## src/sv/dic_pkg.sv

```systemverilog
// Shared types, codes and sizes for the disjoint interval coalescer.
`timescale 1ns / 1ps
package dic_pkg;

    localparam int MAX_INTERVALS = 32;
    localparam int VALUE_BITS    = 16;
    localparam int CNT_W         = $clog2(MAX_INTERVALS + 1);

    typedef logic [VALUE_BITS-1:0] t_value;
    typedef logic [CNT_W-1:0]      t_count;

    localparam t_value VALUE_MAX = '1;

    localparam logic OP_ADD  = 1'b0;
    localparam logic OP_READ = 1'b1;

    typedef enum logic [2:0] {
        ST_NEW       = 3'd0,
        ST_EXT_END   = 3'd1,
        ST_EXT_START = 3'd2,
        ST_JOIN      = 3'd3,
        ST_COVER     = 3'd4,
        ST_FULL      = 3'd5,
        ST_INTERVAL  = 3'd6,
        ST_EMPTY     = 3'd7
    } t_status;

    // Command broadcast to every cell of the chain.
    typedef enum logic [2:0] {
        C_HOLD,
        C_CMP,
        C_NEW,
        C_EXT_END,
        C_EXT_START,
        C_JOIN,
        C_ROT
    } t_cmd;

    typedef enum logic [2:0] {
        S_IDLE,
        S_CMP,
        S_DEC,
        S_UPD,
        S_RD
    } t_state;

    typedef struct packed {
        logic   valid;
        t_value lower;
        t_value upper;
    } t_ival;

    // Per-cell compare results against the value under work.
    typedef struct packed {
        logic le;    // valid and lower <= value
        logic cov;   // upper >= value
        logic tl;    // upper == value - 1
        logic th;    // lower == value + 1
    } t_flags;

endpackage

```

## src/sv/dic_decide.sv

```systemverilog
// Resolves neighbor roles across the chain and picks the add outcome.
`timescale 1ns / 1ps
module dic_decide
    import dic_pkg::*;
(
    input  t_ival   i_ival  [MAX_INTERVALS],
    input  t_flags  i_flags [MAX_INTERVALS],
    input  t_value  i_value,
    output t_status o_status,
    output t_value  o_start,
    output t_value  o_end
);

    logic   covered;
    logic   touch_lo;
    logic   touch_hi;
    logic   is_lo;
    logic   is_hi;
    logic   le_left;
    logic   le_right;
    t_value lo_lower;
    t_value lo_upper;
    t_value hi_upper;

    always_comb begin
        covered  = 1'b0;
        touch_lo = 1'b0;
        touch_hi = 1'b0;
        lo_lower = '0;
        lo_upper = '0;
        hi_upper = '0;
        for (int i = 0; i < MAX_INTERVALS; i++) begin
            le_left  = (i == 0) ? 1'b1 : i_flags[(i == 0) ? 0 : i - 1].le;
            le_right = (i == MAX_INTERVALS - 1) ? 1'b0
                       : i_flags[(i == MAX_INTERVALS - 1) ? i : i + 1].le;
            is_lo    = i_flags[i].le && !le_right;
            is_hi    = i_ival[i].valid && !i_flags[i].le && le_left;
            covered  = covered  | (is_lo & i_flags[i].cov);
            touch_lo = touch_lo | (is_lo & i_flags[i].tl);
            touch_hi = touch_hi | (is_hi & i_flags[i].th);
            lo_lower = lo_lower | ({VALUE_BITS{is_lo}} & i_ival[i].lower);
            lo_upper = lo_upper | ({VALUE_BITS{is_lo}} & i_ival[i].upper);
            hi_upper = hi_upper | ({VALUE_BITS{is_hi}} & i_ival[i].upper);
        end

        if (covered) begin
            o_status = ST_COVER;
            o_start  = lo_lower;
            o_end    = lo_upper;
        end else if (touch_lo && touch_hi) begin
            o_status = ST_JOIN;
            o_start  = lo_lower;
            o_end    = hi_upper;
        end else if (touch_lo) begin
            o_status = ST_EXT_END;
            o_start  = lo_lower;
            o_end    = i_value;
        end else if (touch_hi) begin
            o_status = ST_EXT_START;
            o_start  = i_value;
            o_end    = hi_upper;
        end else if (i_ival[MAX_INTERVALS-1].valid) begin
            o_status = ST_FULL;
            o_start  = i_value;
            o_end    = i_value;
        end else begin
            o_status = ST_NEW;
            o_start  = i_value;
            o_end    = i_value;
        end
    end

endmodule

```

## config.mk

```make
export PLATFORM = sky130hd
export DESIGN_NAME = dic_decide
export DESIGN_NICKNAME = d
export VERILOG_FILES = /design/src/sv/dic_pkg.sv /design/src/sv/dic_decide.sv
export SDC_FILE = /design/constraint.sdc
export NUM_CORES = 1
export LEC_CHECK = 0
export ABC_CLOCK_PERIOD_IN_PS = 6470
export BUFFER_PORTS_ARGS = -buffer_cell sky130_fd_sc_hd__buf_2
export CORE_AREA = 3 3 476 478
export DETAILED_ROUTE_END_ITERATION = 8
export DIE_AREA = 0 0 479 481
export GPL_TIMING_DRIVEN = 0
export PLACE_DENSITY = 0.3
export REMOVE_ABC_BUFFERS = 1
export SYNTH_ARGS = -nofsm -noshare
export SYNTH_HDL_FRONTEND = slang
export SYNTH_SLANG_ARGS = --single-unit
```

## constraint.sdc

```tcl
create_clock -name vclk -period 6.47
set_input_delay 0.9705 -clock vclk [all_inputs]
set_output_delay 0.9705 -clock vclk [all_outputs]
set_load 0.01 [all_outputs]
```

Word level (Yosys, flattened, before mapping)
Cells that the tools add are included.
- input port bits: 1200
- output and inout port bits: 35
- register bits after elaboration: 0
- bitwise operators: 378
- reductions and logical operators: 127
- muxes and demuxes: 12
- operators with widths (operator ; count):
    $and 16x16->16 ; 96
    $or 16x16->16 ; 93
    $mux 16 ; 7
    $and 1x1->1 ; 96
    $logic_and 1x1->1 ; 95
    $or 1x1->1 ; 93
    $logic_not 1->1 ; 32
    $mux 3 ; 5

Longest topological paths before layout
- word-level depth: 39
- gate-level depth with buffers: 11
- gate-level depth less buffers: 6

Worst setup path before layout
No wires, ideal clock.
- path kind: input-to-output
- from: in i_flags[63] in the netlist's numbering
- to: out o_start[10]
- stages: 10
- arrival time: 3132 ps
- setup slack: 2367 ps
- required time: 5499 ps
- cells stage by stage: nor2b_1 -> buf_6 -> a2111oi_1 -> nand3_1 -> or4_1 -> buf_2 -> or2_1 -> buf_6 -> buf_6 -> mux2_4
- longest elaborated chain between the ends: 23
- RTL lines (what ; RTL line ; text):
    start, declared ; dic_decide.sv:7 ; input t_flags i_flags [MAX_INTERVALS],
    $logic_not 1->1 ; dic_decide.sv:36, dic_decide.sv:37 ;
    $logic_and 1x1->1 (on tied branches) ; dic_decide.sv:36, dic_decide.sv:37 ;
    $and 16x16->16, or another cell as far along ; dic_decide.sv:41 ; lo_lower = lo_lower | ({VALUE_BITS{is_lo}} & i_ival[i].lower);
    $or 16x16->16, or another cell as far along (17 in a row) ; dic_decide.sv:41 ;
    $mux 16 or $logic_and 1x1->1 (tied branches) ; dic_decide.sv:54, dic_decide.sv:50 ;
    $mux 16 ; dic_decide.sv:50 ; end else if (touch_lo && touch_hi) begin
    $mux 16 * ; dic_decide.sv:46 ; if (covered) begin
    end, declared ; dic_decide.sv:10 ; output t_value o_start,
Every way passes the cells marked *; elsewhere a longest branch is shown, timed or not.

Worst setup path in the final report
- from: in i_flags[119] in the netlist's numbering
- to: out o_end[0]
- longest elaborated chain between the ends: 38
- RTL lines (what ; RTL line ; text):
    $logic_not 1->1 ; dic_decide.sv:36, dic_decide.sv:37 ;
    $logic_and 1x1->1 (2 in a row) ; dic_decide.sv:37 ; is_hi = i_ival[i].valid && !i_flags[i].le && le_left;
    $and 16x16->16 or $and 1x1->1 (tied branches) ; dic_decide.sv:43, dic_decide.sv:40 ;
    $or 16x16->16 or $or 1x1->1 (tied branches) (30 in a row) ; dic_decide.sv:43, dic_decide.sv:40 ;
    $mux 16 ; dic_decide.sv:58 ; end else if (touch_hi) begin
    $mux 16 ; dic_decide.sv:54 ; end else if (touch_lo) begin
    $mux 16 ; dic_decide.sv:50 ;
    $mux 16 * ; dic_decide.sv:46 ;
    end, declared ; dic_decide.sv:11 ; output t_value o_end
Marked as above.

==> impl_metrics.env <==
export IMPL_clock_buffers=0
export IMPL_regArea_um2=0
export IMPL_gr_total_overflow=0
export IMPL_vias=24709
export IMPL_cp_start_kind="input pin"
export IMPL_status="finished, violations left"
export IMPL_drt_iter0_drc=3872
export IMPL_holdPathStages=3
export IMPL_grt_max_degree=22
export IMPL_fmax_mhz=155
export IMPL_crit_fanout=11
export IMPL_core_mm2=0.222
export IMPL_die_h_um=481
export IMPL_final_nets=3702
export IMPL_synth_area_leaders="a221oi_1 (24%), a22o_1 (24%), a22oi_1 (20%)"
export IMPL_drtAntennaViolNets=0
export IMPL_fin_crit_ns=6.43
export IMPL_post_route_period_util_pct=99.4
export IMPL_hold_path_class="in2out"
export IMPL_hold_buffers=0
export IMPL_drc_errors=10
export IMPL_irDropWorstVdd_uv=55.2
export IMPL_failed_checks="design-rule violations"
export IMPL_firstDrtPassIters=9
export IMPL_p_leak_uw=0.00877
export IMPL_finalHoldViolCount=0
export IMPL_synth_cell_types=31
export IMPL_port_buffers=1235
export IMPL_ios=1235
export IMPL_dieArea_mm2=0.230
export IMPL_start_util_pct=4.42
export IMPL_rsz0062_at_grt="false"
export IMPL_row_count=173
export IMPL_netlist_instances=1349
export IMPL_die_x_um=479
export IMPL_gp_congestion=0.887
export IMPL_grt_first_pass_wirelength_um=327000
export IMPL_worstPathArrival_ns=5.46
export IMPL_max_slew_worst_pin_slew_ns=1.41
export IMPL_cap_violations=0
export IMPL_grt_pass1_vias=23093
export IMPL_avgSynthCellArea_um2=7.29
export IMPL_area_growth_pct=123
export IMPL_timing_hold_ws_ns=2.31
export IMPL_placed_area_mm2=0.0215
export IMPL_cp_data_required_time_ns=5.50
export IMPL_setup_viol=0
export IMPL_hpwl_um=248000
export IMPL_layout_setup_ws_ns=0.0360
export IMPL_antenna_found_initial=371
export IMPL_synth_top_area_share_pct=24.2
export IMPL_critical_path_class="in2out"
export IMPL_wire_per_inst_um=49.4
export IMPL_wirelength_um=278000
export IMPL_flops_and_latches=0
export IMPL_final_max_slew_viol_count=0
export IMPL_synth_seq_area_share_pct=0
export IMPL_stdcell_area_mm2=0.0220
export IMPL_synth_area_leader_cell="a221oi_1"
export IMPL_powerDensity_mw_per_mm2=84.7
export IMPL_drive_gt1_share_pct=57.3
export IMPL_endpoint_kind="output pin"
export IMPL_place_ws_ns=-0.165
export IMPL_gr_usage_all_layers_pct=22.8
export IMPL_syn_area_mm2=0.00983
export IMPL_ys_warn_count=0
export IMPL_via_per_inst=4.38
export IMPL_relSlewSlack_pct=5.98
## cell type report
class / instances / area, µm²
inverters: 1 / 3.75
fillers: 26267 / 200000
multi-input cells: 1151 / 9360
well taps: 2975 / 3720
diodes: 163 / 408
repair buffers: 1348 / 8460
## power breakdown
part           leakage, µW  total, µW  switching (µW)  internal (µW)
Sequential               0          0               0              0
Clock           0.00000103    0.00330               0        0.00330
Combinational      0.00877       1860            1180            678
Total              0.00877       1860            1180            678
## per-layer routing
| metal | track usage (%) | vias to the layer above | wire, µm |
|---|---|---|---|
| met5 | 0 | - | 1360 |
| met2 | 36.6 | 2878 | 123000 |
| met1 | 24.7 | 11955 | 97700 |
| met4 | 11.7 | 204 | 19300 |
| met3 | 11.1 | 972 | 37400 |
| li1 | - | 8700 | - |
## path summary, 6_finish.rpt
check / startpoint / to / slack [ns]
hold / removal: i_value[6] / o_start[6] / 2.31
setup / recovery: i_flags[119] / o_end[0] / 0.04
## placed cells by master (no fill, tap or decap), types with 12 or more instances in the layout
cell	netlist	layout
or4_1	20	18
nor2_1	16	15
a221oi_1	272	272
buf_12	0	102
and3b_1	43	12
nand3_1	75	75
a22o_1	272	272
buf_2	5	1234
nand4_1	78	78
nor2b_4	0	32
o31ai_1	15	15
a22oi_1	258	258
and3b_2	0	31
o21ai_0	17	17
diode_2	0	163
## stage by stage
stage / utilization [%] / cells / TNS [ns] / power (µW)
2_1_floorplan: - / 1152 / 0 / 467
3_3_place_gp: 8.53 / 5362 / -241.28 / 1660
3_5_place_dp: 9.69 / 5474 / -0.165 / 1800
4_1_cts: 9.69 / 5475 / 0 / 1810
5_1_grt: 9.82 / 5585 / 0 / 1870
6_report: 9.87 / 5638 / 0 / 1860
## cells in the mapped netlist, types with 3 or more instances
library cell	count
a221oi_1	272
a22o_1	272
a22oi_1	258
clkbuf_1	174
nand4_1	78
nand3_1	75
and3b_1	43
nor2b_1	32
or4_1	20
o21ai_0	17
nor2_1	16
buf_1	15
o31ai_1	15
mux2_4	10
nor4_1	10
and4b_1	9
mux2_2	6
a2111oi_0	5
buf_2	5
nor3_1	4
buf_6	3
## logic make-up after synthesis
kind of cell | share of synthesized area [%]
buf+inv | 7.85
mux | 2.32
compound gates | 71.0
simple gates | 18.9
## worst max-delay path, cell delays in order
cell,delay (ns)
buf_2,0.21
and3b_2,0.39
buf_12,0.23
a2111oi_0,0.82
nand3_1,0.32
or4_2,1.01
buf_12,0.31
nor2_1,0.70
o31ai_1,0.19
buf_2,0.24
## what timing repair did
item / CTS / global route
setup endpoints to repair: 1 / 1
gates resized for setup: 0 / 1
pin swaps: 1 / 0
setup buffers: 1 / 0
cloned: 0 / 0
Power figures use the tool's default switching activity.
