===== src/sv/dic_pkg.sv =====
// Shared types, codes and sizes for the disjoint interval coalescer.
`timescale 1ns / 1ps
package dic_pkg;

    localparam int MAX_INTERVALS = 32;
    localparam int VALUE_BITS    = 16;
    localparam int CNT_W         = $clog2(MAX_INTERVALS + 1);

    typedef logic [VALUE_BITS-1:0] t_value;
    typedef logic [CNT_W-1:0]      t_count;

    localparam t_value VALUE_MAX = '1;

    localparam logic OP_ADD  = 1'b0;
    localparam logic OP_READ = 1'b1;

    typedef enum logic [2:0] {
        ST_NEW       = 3'd0,
        ST_EXT_END   = 3'd1,
        ST_EXT_START = 3'd2,
        ST_JOIN      = 3'd3,
        ST_COVER     = 3'd4,
        ST_FULL      = 3'd5,
        ST_INTERVAL  = 3'd6,
        ST_EMPTY     = 3'd7
    } t_status;

    // Command broadcast to every cell of the chain.
    typedef enum logic [2:0] {
        C_HOLD,
        C_CMP,
        C_NEW,
        C_EXT_END,
        C_EXT_START,
        C_JOIN,
        C_ROT
    } t_cmd;

    typedef enum logic [2:0] {
        S_IDLE,
        S_CMP,
        S_DEC,
        S_UPD,
        S_RD
    } t_state;

    typedef struct packed {
        logic   valid;
        t_value lower;
        t_value upper;
    } t_ival;

    // Per-cell compare results against the value under work.
    typedef struct packed {
        logic le;    // valid and lower <= value
        logic cov;   // upper >= value
        logic tl;    // upper == value - 1
        logic th;    // lower == value + 1
    } t_flags;

endpackage


===== src/sv/dic_cell.sv =====
// One cell of the interval chain: holds one interval and its compare flags.
`timescale 1ns / 1ps
module dic_cell
    import dic_pkg::*;
(
    input  logic   i_clk,
    input  logic   i_rst_n,
    input  t_cmd   i_cmd,
    input  t_value i_value,
    input  t_ival  i_left,
    input  t_ival  i_right,
    input  t_ival  i_head,
    input  logic   i_le_left,
    input  logic   i_le_right,
    output t_ival  o_ival,
    output t_flags o_flags
);

    logic   r_valid, n_valid;
    t_value r_lower, n_lower;
    t_value r_upper, n_upper;
    t_flags r_flags, n_flags;
    logic   is_lo;
    logic   is_pos;

    always_comb begin
        n_valid = r_valid;
        n_lower = r_lower;
        n_upper = r_upper;
        n_flags = r_flags;
        // lo: last cell at or below the value; pos: first cell above it
        is_lo   = r_flags.le && !i_le_right;
        is_pos  = !r_flags.le && i_le_left;
        case (i_cmd)
            C_CMP: begin
                n_flags.le  = r_valid && (r_lower <= i_value);
                n_flags.cov = (r_upper >= i_value);
                n_flags.tl  = r_valid && (i_value != '0)
                              && (r_upper == t_value'(i_value - t_value'(1)));
                n_flags.th  = r_valid && (i_value != VALUE_MAX)
                              && (r_lower == t_value'(i_value + t_value'(1)));
            end
            C_NEW: begin
                if (!r_flags.le) begin
                    if (i_le_left) begin
                        n_valid = 1'b1;
                        n_lower = i_value;
                        n_upper = i_value;
                    end else begin
                        n_valid = i_left.valid;
                        n_lower = i_left.lower;
                        n_upper = i_left.upper;
                    end
                end
            end
            C_EXT_END: begin
                if (is_lo) begin
                    n_upper = i_value;
                end
            end
            C_EXT_START: begin
                if (is_pos && r_valid) begin
                    n_lower = i_value;
                end
            end
            C_JOIN: begin
                if (is_lo) begin
                    n_upper = i_right.upper;
                end else if (!r_flags.le) begin
                    n_valid = i_right.valid;
                    n_lower = i_right.lower;
                    n_upper = i_right.upper;
                end
            end
            C_ROT: begin
                if (r_valid) begin
                    if (i_right.valid) begin
                        n_lower = i_right.lower;
                        n_upper = i_right.upper;
                    end else begin
                        n_lower = i_head.lower;
                        n_upper = i_head.upper;
                    end
                end
            end
            default: begin
            end
        endcase
    end

    always_ff @(posedge i_clk) begin
        if (!i_rst_n) begin
            r_valid <= 1'b0;
        end else begin
            r_valid <= n_valid;
        end
    end

    always_ff @(posedge i_clk) begin
        r_lower <= n_lower;
        r_upper <= n_upper;
        r_flags <= n_flags;
    end

    assign o_ival  = '{valid: r_valid, lower: r_lower, upper: r_upper};
    assign o_flags = r_flags;

endmodule


===== config.mk =====
export PLATFORM = sky130hd
export DESIGN_NAME = dic_cell
export DESIGN_NICKNAME = d
export VERILOG_FILES = /design/src/sv/dic_pkg.sv /design/src/sv/dic_cell.sv
export SDC_FILE = /design/constraint.sdc
export NUM_CORES = 1
export LEC_CHECK = 0
export BUFFER_PORTS_ARGS = -buffer_cell sky130_fd_sc_hd__buf_2
export CAP_MARGIN = 40
export CORE_MARGIN = 4
export CORE_UTILIZATION = 55
export CTS_CLUSTER_SIZE = 40
export DETAILED_ROUTE_END_ITERATION = 8
export PLACE_DENSITY = 0.86
export SKIP_CTS_REPAIR_TIMING = 1
export SYNTH_ARGS = -nofsm -noshare
export SYNTH_HDL_FRONTEND = slang
export SYNTH_SLANG_ARGS = --single-unit

===== constraint.sdc =====
create_clock -name i_clk -period 6.5 [get_ports i_clk]
set_input_delay 0.325 -clock i_clk [delete_from_list [all_inputs] [get_ports i_clk]]
set_output_delay 0.325 -clock i_clk [all_outputs]
set_load 0.1 [all_outputs]

Yosys cells after proc, flatten, opt, wreduce, memory -nomap -nowiden
Index checks and enable logic that the tools add are counted.
{"block": "totals", "out_inout_bits": 37, "ff_bits": 37, "input_bits": 122, "latchBits": 0, "mem_count": 0, "ram_bits": 0, "wordCells": 65, "rom_bits": 0}
{"block": "op_classes", "reduce_logical": 17, "bitwise": 0, "shifts": 0, "n_eq_ne": 16, "n_mul": 0, "n_div": 0, "addsub": 2, "magnitude_cmp": 2, "n_mux": 21}
{"op": "$mux 16", "count": 14}
{"op": "$pmux 16 s4", "count": 2}
{"op": "$eq 16x16->1", "count": 2}
{"op": "$add 16x1->16 const B", "count": 1}
{"op": "$ge 16x16->1", "count": 1}
{"op": "$le 16x16->1", "count": 1}
{"op": "$ne 16x16->1 const B", "count": 1}
{"op": "$reduce_bool 16->1", "count": 1}
{"op": "$sub 16x1->16 const B", "count": 1}
{"op": "$ne 2x2->1 const B", "count": 6}
{"op": "$eq 3x3->1 const B", "count": 3}
{"op": "$logic_and 1x1->1", "count": 8}
{"op": "$reduce_bool 4->1", "count": 2}
{"op": "$eq 3x2->1 const B", "count": 2}
{"op": "$reduce_and 6->1", "count": 1}
{"op": "$reduce_and 5->1", "count": 1}
{"op": "$mux 1", "count": 4}
{"op": "$reduce_and 4->1", "count": 1}
{"op": "$eq 3x1->1 const B", "count": 1}
{"op": "$ne 3x3->1 const B", "count": 1}
{"op": "$logic_not 1->1", "count": 2}
{"op": "$pmux 1 s2", "count": 1}
{"op": "$reduce_bool 2->1", "count": 1}

Depth between registers and ports, before layout
Gate-level depths: netlist of run 1.
{"block": "logic_depth", "depth_word": 5, "mapped_depth": 9, "mapped_depth_nobuf": 8}

Worst setup path before layout of run 1
OpenSTA, ideal clock, no wires.
{"block": "synth_path", "path_kind": "flip-flop to flip-flop", "start": "register r_upper[9]", "end": "register r_flags (netlist bit o_flags[2]), data pin", "path_slack_ps": 3722, "t_arrival_ps": 2499, "path_buffers": 0, "path_stages_with_launch": 8, "synth_period_minus_slack_ps": 2778, "t_required_ps": 6221, "setup_ps": 279, "path_cell_list": "edfxtp_1 ha_1 a21o_1 a21oi_1 nor2b_1 o211ai_1 a31oi_1 or4b_2"}
{"block": "synth_via", "elab_chain_cells": 1}
{"item": "start: declaration", "line_no": "dic_cell.sv:21", "rtl": "t_value r_upper, n_upper;"}
{"item": "start signal: assignment", "line_no": "dic_cell.sv:101", "rtl": "r_upper <= n_upper;"}
{"item": "$ge 16x16->1", "line_no": "dic_cell.sv:37", "rtl": "n_flags.cov = (r_upper >= i_value);"}
{"item": "end signal: assignment", "line_no": "dic_cell.sv:102", "rtl": "r_flags <= n_flags;"}
{"item": "end: declaration", "line_no": "dic_cell.sv:22", "rtl": "t_flags r_flags, n_flags;"}
No other way between the ends.
A chain may end at the register's enable or synchronous reset.

Worst setup path after layout of run 1
{"block": "layout_path", "start": "input i_value[0]", "end": "register r_flags (netlist bit o_flags[0]), data pin"}
{"block": "layout_via", "elab_chain_cells": 3, "word_cells_on_any_way": 5, "cone_classes": "1 x add/sub; 2 x eq/ne; 2 x reduce/logical"}
{"item": "start: declaration", "line_no": "dic_cell.sv:9", "rtl": "input t_value i_value,"}
{"item": "$add 16x1->16 / $ne 16x16->1 (equally long branches)", "line_no": "dic_cell.sv:41, dic_cell.sv:40"}
{"item": "$eq 16x16->1 / $logic_and 1x1->1 (equally long branches)", "line_no": "dic_cell.sv:41, dic_cell.sv:40"}
{"item": "$logic_and 1x1->1 (*)", "line_no": "dic_cell.sv:41", "rtl": "&& (r_lower == t_value'(i_value + t_value'(1)));"}
Mark *: on every way between the ends. The rest lies on a longest branch, timed or not.

==> results of run 1 <==
## worst max-delay path, stage by stage
cell and delay (ps):
sky130_fd_sc_hd__buf_2 290, sky130_fd_sc_hd__ha_1 340, sky130_fd_sc_hd__nand4_2 180, sky130_fd_sc_hd__or3_1 450
sky130_fd_sc_hd__or3_1 340, sky130_fd_sc_hd__or3_1 380, sky130_fd_sc_hd__a311o_1 330, sky130_fd_sc_hd__nor4b_2 260
## routing by layer
| metal | part of all wire (%) | up-vias | GRT usage (%) |
|---|---|---|---|
| met3 | 13 | 55 | 7.68 |
| met2 | 45 | 380 | 52.2 |
| met4 | 4.0 | 0 | 14.7 |
| met1 | 38 | 2355 | 42.3 |
| li1 | - | 2317 | - |
| met5 | 0 | - | 0 |
## synthesized netlist by cell type, types with 2 or more instances
library cell                count  area, µm²
sky130_fd_sc_hd__o22ai_1        3       18.8
sky130_fd_sc_hd__a222oi_1      13        130
sky130_fd_sc_hd__xnor2_1       18        158
sky130_fd_sc_hd__a211oi_1      18        135
sky130_fd_sc_hd__nor2_1        21       78.8
sky130_fd_sc_hd__and2_1         5       31.3
sky130_fd_sc_hd__xor2_1        11       96.3
sky130_fd_sc_hd__buf_1          4       15.0
sky130_fd_sc_hd__a31oi_1        5       31.3
sky130_fd_sc_hd__nand2b_1       5       31.3
sky130_fd_sc_hd__nand3_1       17       85.1
sky130_fd_sc_hd__nand2_1       37        139
sky130_fd_sc_hd__a22oi_1        4       30.0
sky130_fd_sc_hd__edfxtp_1      36       1080
sky130_fd_sc_hd__o211ai_1       5       37.5
sky130_fd_sc_hd__ha_1          34        425
sky130_fd_sc_hd__a22o_1         7       61.3
sky130_fd_sc_hd__or2_2          4       25.0
sky130_fd_sc_hd__a21o_1         8       60.1
sky130_fd_sc_hd__and3_1         4       25.0
sky130_fd_sc_hd__inv_1         23       86.3
sky130_fd_sc_hd__nand4_1        9       56.3
sky130_fd_sc_hd__and4_1         3       26.3
sky130_fd_sc_hd__clkbuf_1      38        143
sky130_fd_sc_hd__or3_1          7       43.8
sky130_fd_sc_hd__nand3b_1       2       15.0
sky130_fd_sc_hd__o21a_1         6       45.0
sky130_fd_sc_hd__o41ai_1        2       17.5
sky130_fd_sc_hd__buf_4          2       15.0
sky130_fd_sc_hd__nor4_1         9       56.3
sky130_fd_sc_hd__a221oi_1      14        123
sky130_fd_sc_hd__mux2i_1       19        190
sky130_fd_sc_hd__nor4b_2        2       30.0
sky130_fd_sc_hd__a32oi_1        4       35.0
sky130_fd_sc_hd__o2111ai_1      2       17.5
sky130_fd_sc_hd__o31ai_1        2       15.0
sky130_fd_sc_hd__nor3_1         6       30.0
sky130_fd_sc_hd__a21oi_1       45        225
sky130_fd_sc_hd__o21ai_0       32        160
sky130_fd_sc_hd__nor2b_1       28        175
## kinds of logic after synthesis
logic type      Yosys count  share of synthesized area, %
compound gates          180                          28.1
simple gates            168                          21.2
buf+inv                  68                          5.99
flops                    37                          25.0
fa+ha+maj                34                          9.65
xor+xnor                 29                          5.76
mux                      19                          4.31
## state kept, by name, summed over array words and instances (netlist names)
| register | flops |
|---|---|
| r_upper | 16 |
| o_flags | 4 |
| r_valid | 1 |
| r_lower | 16 |
## worst paths after layout
check,from,endpoint
max,i_value[0],o_flags[0]
min,i_rst_n,r_valid
max reg2reg,r_upper[0],o_flags[2]
min reg2reg,r_valid,r_valid
## final cells by class
type | count | area (µm²) | share of cell area [%]
Timing Repair Buffer | 161 | 847 | 15.9
Clock inverter | 3 | 41.3 | 0.777
Clock buffer | 5 | 68.8 | 1.29
Inverter | 23 | 86.3 | 1.62
Multi-Input combinational cell | 430 | 3040 | 57.3
Sequential cell | 37 | 1100 | 20.7
Tap cell | 102 | 128 | 2.40
## report_power, final
part | switching, mW | leakage [nW] | internal [mW]
registers | 0.0165 | 0.342 | 0.281
clock network | 0.0889 | 0.0518 | 0.113
logic | 0.238 | 1.85 | 0.115
## layout by cell type (no fill, tap or decap), types with 6 or more instances in the layout
cell / instances
sky130_fd_sc_hd__inv_1: 23
sky130_fd_sc_hd__nor2b_1: 28
sky130_fd_sc_hd__nor4_1: 9
sky130_fd_sc_hd__buf_2: 157
sky130_fd_sc_hd__xor2_1: 11
sky130_fd_sc_hd__a222oi_1: 13
sky130_fd_sc_hd__nand3_1: 17
sky130_fd_sc_hd__a22o_1: 7
sky130_fd_sc_hd__o21ai_0: 31
sky130_fd_sc_hd__nand2_1: 37
sky130_fd_sc_hd__a21oi_1: 45
sky130_fd_sc_hd__xnor2_1: 18
sky130_fd_sc_hd__or3_1: 7
sky130_fd_sc_hd__a221oi_1: 14
sky130_fd_sc_hd__a21o_1: 8
sky130_fd_sc_hd__o21a_1: 6
sky130_fd_sc_hd__edfxtp_1: 36
sky130_fd_sc_hd__mux2i_1: 19
sky130_fd_sc_hd__ha_1: 34
sky130_fd_sc_hd__nor3_1: 6
sky130_fd_sc_hd__nand4_1: 9
sky130_fd_sc_hd__a211oi_1: 18
sky130_fd_sc_hd__nor2_1: 21
## metrics by stage
stage / hold slack (ps) / area (µm²) / instances / worst slack [ps] / util [%]
after floorplan: 443 / 4410 / 535 / 3720 / -
after global placement: 533 / 5150 / 750 / 3490 / 66.3
after detailed placement: 533 / 5200 / 753 / 3460 / 67.0
after CTS: 233 / 5320 / 761 / 3760 / 68.4
after global routing: 243 / 5320 / 761 / 3670 / 68.4
final: 229 / 5320 / 761 / 3740 / 68.4
==> impl_results.rst, run 1 <==
.. list-table::
   :header-rows: 1

   * - Metric
     - Value
   * - Outcome
     - complete, no violations
   * - Pin count of the biggest net entering global routing
     - 34
   * - Number of sinks handled by clock tree synthesis
     - 37
   * - Unrepaired setup endpoints after global routing
     - no
   * - Final-report setup violation count
     - 0
   * - Final Skew
     - 8.24 ps
   * - DRT iter0 DRCs
     - 493
   * - Clock latency reported for the late side of the worst-skew pair
     - 300 ps
   * - Worst R2R Path Depth
     - 8
   * - Die footprint
     - 9510 µm²
   * - Gate Count Post-Synth
     - 535
   * - Net total in the final layout
     - 814
   * - Width of the chip
     - 97.5 µm
   * - Worst ir drop on vdd
     - 0.0000931 V
   * - Max_slew headroom
     - 35.1%
   * - Minimum clock period after layout
     - 2760 ps
   * - Slew of the pin with the lowest slew margin
     - 972 ps
   * - Data arrival at the endpoint of the critical path
     - 2890 ps
   * - Total number of vias
     - 5,107
   * - Critical Path RT
     - 6630 ps
   * - Clock buffer count from CTS
     - 5
   * - HPWL after detailed placement
     - 12,000 µm
   * - TritonCTS clock tree
     - built
   * - Count of buffers from port buffering
     - 157
   * - Vertical extent of the die
     - 97.5 µm
   * - Final hold vios
     - 0
   * - CP endpoint kind
     - flip-flop
   * - Yosys synthesis warning count
     - 0
   * - Effective utilization at floorplan
     - 56.7%
   * - Count of pins on the block boundary
     - 159
   * - Initial antenna violation count
     - 0
   * - Routed length per instance
     - 21.4 µm
   * - Proportion of layout cells with a drive suffix above 1
     - 27.0%
   * - Final worst-path cycle share
     - 42.4%
   * - Antenna-violating nets left
     - 0
   * - Power per cell area
     - 160 nW/µm²
   * - Most frequently used flop master after synthesis
     - sky130_fd_sc_hd__edfxtp_1
   * - Filler cell count
     - 656
   * - Gp weighted congestion
     - 0.935
   * - N_diodes
     - 0
   * - DRC violations left
     - 0
   * - Final wirelength
     - 16,300 µm
   * - Post-synthesis sequential area ratio
     - 25.0%
   * - CP Launch Type
     - input port
   * - Overall power after layout
     - 0.851 mW
   * - Core box area
     - 7770 µm²
   * - CTS H-Tree Depth
     - 2
   * - Syn Std Cell Area
     - 4410 µm²
   * - Via-per-instance ratio
     - 6.71
   * - EDFF count, synth
     - 36
   * - Root buffer selected by CTS
     - sky130_fd_sc_hd__clkbuf_8
   * - Number of pins exceeding their max-slew limit in the final report
     - 0
   * - Clock Pin Slew Worst Setup and Hold Paths
     - 80 ps
   * - Number of buffers between clock root and the deepest sink
     - 2
   * - Layout overhead on the synthesized area
     - 20.6%
   * - Grt ovf
     - 0
   * - Total of flip-flops plus latches after synthesis
     - 37
   * - Number of different library cells in the post-synthesis netlist
     - 61
   * - GR Util All Layers
     - 32.8%
   * - Synthesized area per cell
     - 8.24 µm²
   * - Placement Rows
     - 32
   * - TNS Setup
     - 0 ps
   * - Setup CP Type
     - input port to flip-flop
   * - Hold Path Depth
     - 2
   * - Post-Syn Nets
     - 691
   * - Global-route wire length before repair
     - 24,900 µm
   * - Largest fanout on the critical path
     - 12
   * - Hold Path Class
     - input port to flip-flop
   * - Leakage dissipation
     - 2.24 nW
   * - Drt first pass iters
     - 5
   * - Asr flop ratio synth
     - 0%
   * - Max capacitance violation total
     - 0
   * - Setup slack, reg-to-reg
     - 4050 ps
   * - Fmax
     - 362 MHz
   * - Vias in the first global route
     - 4,944
(Power assumes the default switching activity.)
==> inputs of run 2 (changes only) <==
--- a/config.mk
+++ b/config.mk
@@ -8,10 +8,10 @@
 export BUFFER_PORTS_ARGS = -buffer_cell sky130_fd_sc_hd__buf_2
 export CAP_MARGIN = 40
 export CORE_MARGIN = 4
-export CORE_UTILIZATION = 55
+export CORE_UTILIZATION = 46
 export CTS_CLUSTER_SIZE = 40
 export DETAILED_ROUTE_END_ITERATION = 8
-export PLACE_DENSITY = 0.86
+export PLACE_DENSITY = 0.77
 export SKIP_CTS_REPAIR_TIMING = 1
 export SYNTH_ARGS = -nofsm -noshare
 export SYNTH_HDL_FRONTEND = slang
==> constraint.sdc (replaced) <==
create_clock -name i_clk -period 2.4 [get_ports i_clk]
set_input_delay 0.12 -clock i_clk [delete_from_list [all_inputs] [get_ports i_clk]]
set_output_delay 0.12 -clock i_clk [all_outputs]
set_load 0.1 [all_outputs]
==> run 2 against run 1 <==
Highest routed layer unchanged; sequential power grew to 2.7 times the previous value; die area grew 18%; clock power increased by 120%; setup slack got worse by 3600 ps; global-route usage is 4.9 points lower; first-iteration DRC count grew 44%; utilization down 9.2 points; critical path depth is 1 lower; count of clock-buffer cells in the layout did not move; wire length up 0.86%.
==> impl_results.rst, run 2 (synthesis gave the netlist of run 1 again) <==
.. list-table::
   :header-rows: 1

   * - Metric
     - Value
   * - Filler cell count
     - 875
   * - Layout overhead on the synthesized area
     - 24.8%
   * - Root buffer selected by CTS
     - sky130_fd_sc_hd__clkbuf_8
   * - Hold Path Class
     - input port to flip-flop
   * - Worst Setup EP
     - o_flags[2]
   * - Max_slew headroom
     - 36.1%
   * - DRC violations left
     - 0
   * - Largest fanout on the critical path
     - 4
   * - Number of pins exceeding their max-slew limit in the final report
     - 0
   * - Total number of vias
     - 5,103
   * - Count of pins on the block boundary
     - 159
   * - Overall power after layout
     - 2.22 mW
   * - Cell breakdown of the critical path
     - ha_1 > a21o_1 > a21oi_1 > nor2b_1 > o211ai_1 > a31oi_1 > or4b_4
   * - Final Skew
     - 6.15 ps
   * - Final hold slack
     - 28.2 ps
   * - Final hold vios
     - 0
   * - Antenna-violating nets left
     - 0
   * - Unrepaired setup endpoints after global routing
     - no
   * - Slew of the pin with the lowest slew margin
     - 956 ps
   * - Reg2Reg Launch Point
     - r_upper[9]
   * - Max capacitance violation total
     - 0
   * - Minimum clock period after layout
     - 2250 ps
   * - Cell at the slowest stage of the critical path
     - sky130_fd_sc_hd__or4b_4
   * - Count of buffers from port buffering
     - 157
   * - Vias in the first global route
     - 4,725
   * - Gp weighted congestion
     - 0.963
   * - Endpoint of the worst-slack reg-to-reg timing path
     - o_flags[2]
   * - Number of buffers between clock root and the deepest sink
     - 2
   * - Setup CP Type
     - flip-flop to flip-flop
   * - GR Util All Layers
     - 27.9%
   * - Width of the chip
     - 106 µm
   * - Data arrival at the endpoint of the critical path
     - 2290 ps
   * - Power per cell area
     - 404 nW/µm²
   * - Critical Path RT
     - 2450 ps
   * - Worst Setup Slack post-DPL
     - -11.5 ps
   * - Via-per-instance ratio
     - 6.26
   * - Setup slack, reg-to-reg
     - 150 ps
   * - Most frequent cells in the layout
     - sky130_fd_sc_hd__buf_2, sky130_fd_sc_hd__a21oi_1, sky130_fd_sc_hd__nand2_1, sky130_fd_sc_hd__edfxtp_1, sky130_fd_sc_hd__ha_1
   * - Fin worst setup slack
     - 154 ps
   * - Placement Rows
     - 35
   * - Fmax
     - 445 MHz
   * - Worst ir drop on vdd
     - 0.000242 V
   * - Proportion of layout cells with a drive suffix above 1
     - 30.0%
   * - Worst R2R Path Depth
     - 7
   * - Clock buffer count from CTS
     - 5
   * - Die footprint
     - 11,200 µm²
   * - Clock Pin Slew Worst Setup and Hold Paths
     - 80 ps
   * - N_diodes
     - 0
   * - Initial antenna violation count
     - 0
   * - Critical Path Start
     - r_upper[9]
   * - Leakage dissipation
     - 2.36 nW
   * - CP endpoint kind
     - flip-flop
   * - HPWL after detailed placement
     - 12,900 µm
   * - Final wirelength
     - 16,400 µm
   * - Effective utilization at floorplan
     - 47.5%
   * - Drt first pass iters
     - 6
   * - Number of sinks handled by clock tree synthesis
     - 37
   * - Grt ovf
     - 0
   * - Final worst-path cycle share
     - 93.6%
   * - Core Util, Final
     - 59.2%
   * - DRT iter0 DRCs
     - 711
   * - Final-report setup violation count
     - 0
   * - Core box area
     - 9280 µm²
   * - Routed length per instance
     - 20.1 µm
   * - Pin count of the biggest net entering global routing
     - 38
   * - Net total in the final layout
     - 841
   * - Vertical extent of the die
     - 106 µm
   * - Global-route wire length before repair
     - 24,800 µm
   * - Commonest non-fill, non-tap cell in the layout
     - sky130_fd_sc_hd__buf_2
   * - Largest stage delay on the critical path
     - 510 ps
   * - CP Launch Type
     - flip-flop
   * - Clock latency reported for the late side of the worst-skew pair
     - 300 ps
   * - Count of non-filler cells in the finished layout
     - 815
   * - Placed Cells
     - 807
   * - CTS H-Tree Depth
     - 2
   * - TritonCTS clock tree
     - built
   * - Outcome
     - complete, no violations
## run 2: changes by cell type in the layout (fill, tap and decap cells not counted), sizes merged
cell	delta
buf	+27
bufinv	-1
clkinv	+1
## run 2: per-layer routing
metal  global-route usage, %  wire length, µm  vias to the layer above
met1                    40.2             6860                     2374
li1                        -                -                     2373
met3                    4.01             1880                       26
met2                    44.3             7320                      330
met5                       0                0                        -
met4                    6.48              329                        0
## run 2: through the flow
stage | setup TNS, ps | area [µm²]
after floorplan | -277 | 4410
after CTS | 0 | 5500
after global placement | 0 | 5410
after global routing | 0 | 5500
after detailed placement | -11.5 | 5410
final | 0 | 5500
## run 2: report_power, final
group / leakage, nW / switching (mW) / internal [mW] / total [mW]
Combinational: 1.97 / 0.639 / 0.331 / 0.970
Sequential: 0.342 / 0.0443 / 0.760 / 0.805
Clock: 0.0439 / 0.246 / 0.201 / 0.447
## run 2: worst min path at each step
stage / start / to / slack (ps) / cells after the start
floorplan: i_rst_n / r_valid / 240 / 1
CTS: i_rst_n / r_valid / 30 / 2
finish: i_rst_n / r_valid / 30 / 2
global placement: i_rst_n / r_valid / 320 / 2
detailed placement: i_rst_n / r_valid / 330 / 2
global route: i_rst_n / r_valid / 40 / 2
## run 2: area by class of cell
type / count / area [µm²] / area share (%)
inverter: 23 / 86.3 / 1.57
tap: 129 / 161 / 2.93
clock inverter: 3 / 17.5 / 0.318
multi-input combinational: 430 / 3050 / 55.4
clock buffer: 5 / 68.8 / 1.25
timing repair buffer: 188 / 1020 / 18.5
sequential: 37 / 1100 / 20.0
## run 2: critical path: cells and delay by family (launching register included)
family / cells / cell delay, ps
flops: 1 / 470
fa+ha+maj: 1 / 340
simple gates: 2 / 570
compound gates: 4 / 620
==> inputs of run 3 (changes only) <==
--- a/config.mk
+++ b/config.mk
@@ -5,12 +5,12 @@
 export SDC_FILE = /design/constraint.sdc
 export NUM_CORES = 1
 export LEC_CHECK = 0
-export BUFFER_PORTS_ARGS = -buffer_cell sky130_fd_sc_hd__buf_2
 export CAP_MARGIN = 40
 export CORE_MARGIN = 4
-export CORE_UTILIZATION = 46
+export CORE_UTILIZATION = 59
 export CTS_CLUSTER_SIZE = 40
 export DETAILED_ROUTE_END_ITERATION = 8
+export DONT_BUFFER_PORTS = 1
 export PLACE_DENSITY = 0.77
 export SKIP_CTS_REPAIR_TIMING = 1
 export SYNTH_ARGS = -nofsm -noshare
==> run 3 against run 2 <==
Sequential power about the same; non-clock buffer count is 146 lower; clock power decreased by 3%; fmax increased by 4.5%; combinational power is 24% lower; design area shrank 14%; register-to-register slack improved by 97 ps; die area down 20%; critical path depth unchanged; setup slack improved by 97 ps; sequential share of layout area is 3.1 points higher; final cell count fell by 22%; critical endpoint unchanged.
==> impl_results.rst, run 3 (synthesis gave the netlist of run 1 again) <==
.. list-table::
   :header-rows: 1

   * - Metric
     - Value
   * - Outcome
     - complete, no violations
   * - Count of non-filler cells in the finished layout
     - 639
   * - CP endpoint kind
     - flip-flop
   * - Width of the chip
     - 94.4 µm
   * - Vias in the first global route
     - 4,323
   * - Total number of vias
     - 4,608
   * - Setup CP Type
     - flip-flop to flip-flop
   * - Unrepaired setup endpoints after global routing
     - no
   * - Count of buffers from port buffering
     - 0
   * - Placement Rows
     - 31
   * - Filler cell count
     - 626
   * - Commonest non-fill, non-tap cell in the layout
     - sky130_fd_sc_hd__a21oi_1
   * - Net total in the final layout
     - 695
   * - Antenna-violating nets left
     - 0
   * - CTS H-Tree Depth
     - 2
   * - Global-route wire length before repair
     - 22,500 µm
   * - Data arrival at the endpoint of the critical path
     - 2180 ps
   * - Count of pins on the block boundary
     - 159
   * - Critical Path RT
     - 2440 ps
   * - N_diodes
     - 0
   * - Grt ovf
     - 0
   * - Layout overhead on the synthesized area
     - 7.92%
   * - Fmax
     - 465 MHz
   * - Final worst-path cycle share
     - 89.5%
   * - DRC violations left
     - 0
   * - HPWL after detailed placement
     - 11,300 µm
   * - Slew of the pin with the lowest slew margin
     - 947 ps
   * - Final design instance area without fill
     - 4760 µm²
   * - DRT iter0 DRCs
     - 621
   * - Routed length per instance
     - 23.8 µm
   * - Effective utilization at floorplan
     - 60.8%
   * - Final wirelength
     - 15,200 µm
   * - Final-report setup violation count
     - 0
   * - Clock buffer count from CTS
     - 5
   * - Core box area
     - 7250 µm²
   * - Minimum clock period after layout
     - 2150 ps
   * - Drt first pass iters
     - 5
   * - Gp weighted congestion
     - 0.970
   * - Initial antenna violation count
     - 0
   * - Placed Cells
     - 630
   * - Clock latency reported for the late side of the worst-skew pair
     - 300 ps
   * - Number of pins exceeding their max-slew limit in the final report
     - 0
   * - Most frequent cells in the layout
     - sky130_fd_sc_hd__a21oi_1, sky130_fd_sc_hd__buf_4, sky130_fd_sc_hd__nand2_1, sky130_fd_sc_hd__edfxtp_1, sky130_fd_sc_hd__ha_1
   * - CP Launch Type
     - flip-flop
   * - Max_slew headroom
     - 36.8%
   * - Power per cell area
     - 416 nW/µm²
   * - Worst ir drop on vdd
     - 0.000242 V
   * - Total placed instance area
     - 4670 µm²
   * - Clock Pin Slew Worst Setup and Hold Paths
     - 80 ps
   * - Proportion of layout cells with a drive suffix above 1
     - 10.6%
   * - Number of buffers between clock root and the deepest sink
     - 2
   * - Root buffer selected by CTS
     - sky130_fd_sc_hd__clkbuf_8
   * - Number of sinks handled by clock tree synthesis
     - 37
   * - Final Skew
     - 17.0 ps
   * - Vertical extent of the die
     - 94.4 µm
   * - Hold Path Class
     - input port to flip-flop
   * - Pin count of the biggest net entering global routing
     - 51
   * - TNS Setup
     - 0 ps
   * - Overall power after layout
     - 1.98 mW
   * - Via-per-instance ratio
     - 7.21
   * - GR Util All Layers
     - 33.0%
   * - Die footprint
     - 8920 µm²
   * - Final hold vios
     - 0
   * - Max capacitance violation total
     - 0
   * - TritonCTS clock tree
     - built
   * - Leakage dissipation
     - 1.79 nW
   * - Final hold slack
     - 73.2 ps
   * - Largest fanout on the critical path
     - 2
[run 3: worst paths after layout]
check | startpoint | end | slack [ps] | cells after the start
setup reg to reg | r_upper[9] | o_flags[2] | 250 | 7
hold reg to reg | r_valid | o_flags[3] | 730 | 2
setup / recovery | r_upper[9] | o_flags[2] | 250 | 7
hold / removal | i_cmd[2] | r_lower[10] | 70 | 1
[run 3: where the power goes]
group          internal, mW  leakage [nW]  switching (mW)  total, mW
clock                 0.196        0.0430           0.236      0.432
sequential            0.760         0.342          0.0451      0.805
combinational         0.259          1.40           0.482      0.742
total                  1.22          1.79           0.763       1.98
[run 3: per-layer routing]
metal | vias up | wire length (µm) | track usage, %
met5 | - | 0 | 0
met4 | 0 | 500 | 12.0
met3 | 47 | 2210 | 11.1
met2 | 366 | 6860 | 51.6
met1 | 2123 | 5600 | 42.4
li1 | 2072 | - | -
[run 3: through the flow]
step / utilization (%) / setup WS (ps)
detailed placement: 64.3 / 113
floorplan: - / -277
global route: 65.6 / 142
finish: 65.6 / 252
global placement: 64.3 / 165
CTS: 65.4 / 254
[run 3: critical path: stages (launching register included)]
cell and delay [ps]:
sky130_fd_sc_hd__edfxtp_1 400, sky130_fd_sc_hd__ha_1 330, sky130_fd_sc_hd__a21o_1 180, sky130_fd_sc_hd__a21oi_1 120, sky130_fd_sc_hd__nor2b_1 60, sky130_fd_sc_hd__o211ai_1 170, sky130_fd_sc_hd__a31oi_1 110, sky130_fd_sc_hd__or4b_4 520
[run 3: cell type report]
| type | count | area (µm²) | area share (%) |
|---|---|---|---|
| multi-input combinational | 430 | 3050 | 64.0 |
| sequential | 37 | 1100 | 23.1 |
| timing repair buffer | 42 | 318 | 6.68 |
| clock inverter | 3 | 12.5 | 0.263 |
| tap | 99 | 124 | 2.60 |
| inverter | 23 | 86.3 | 1.81 |
| clock buffer | 5 | 68.8 | 1.45 |
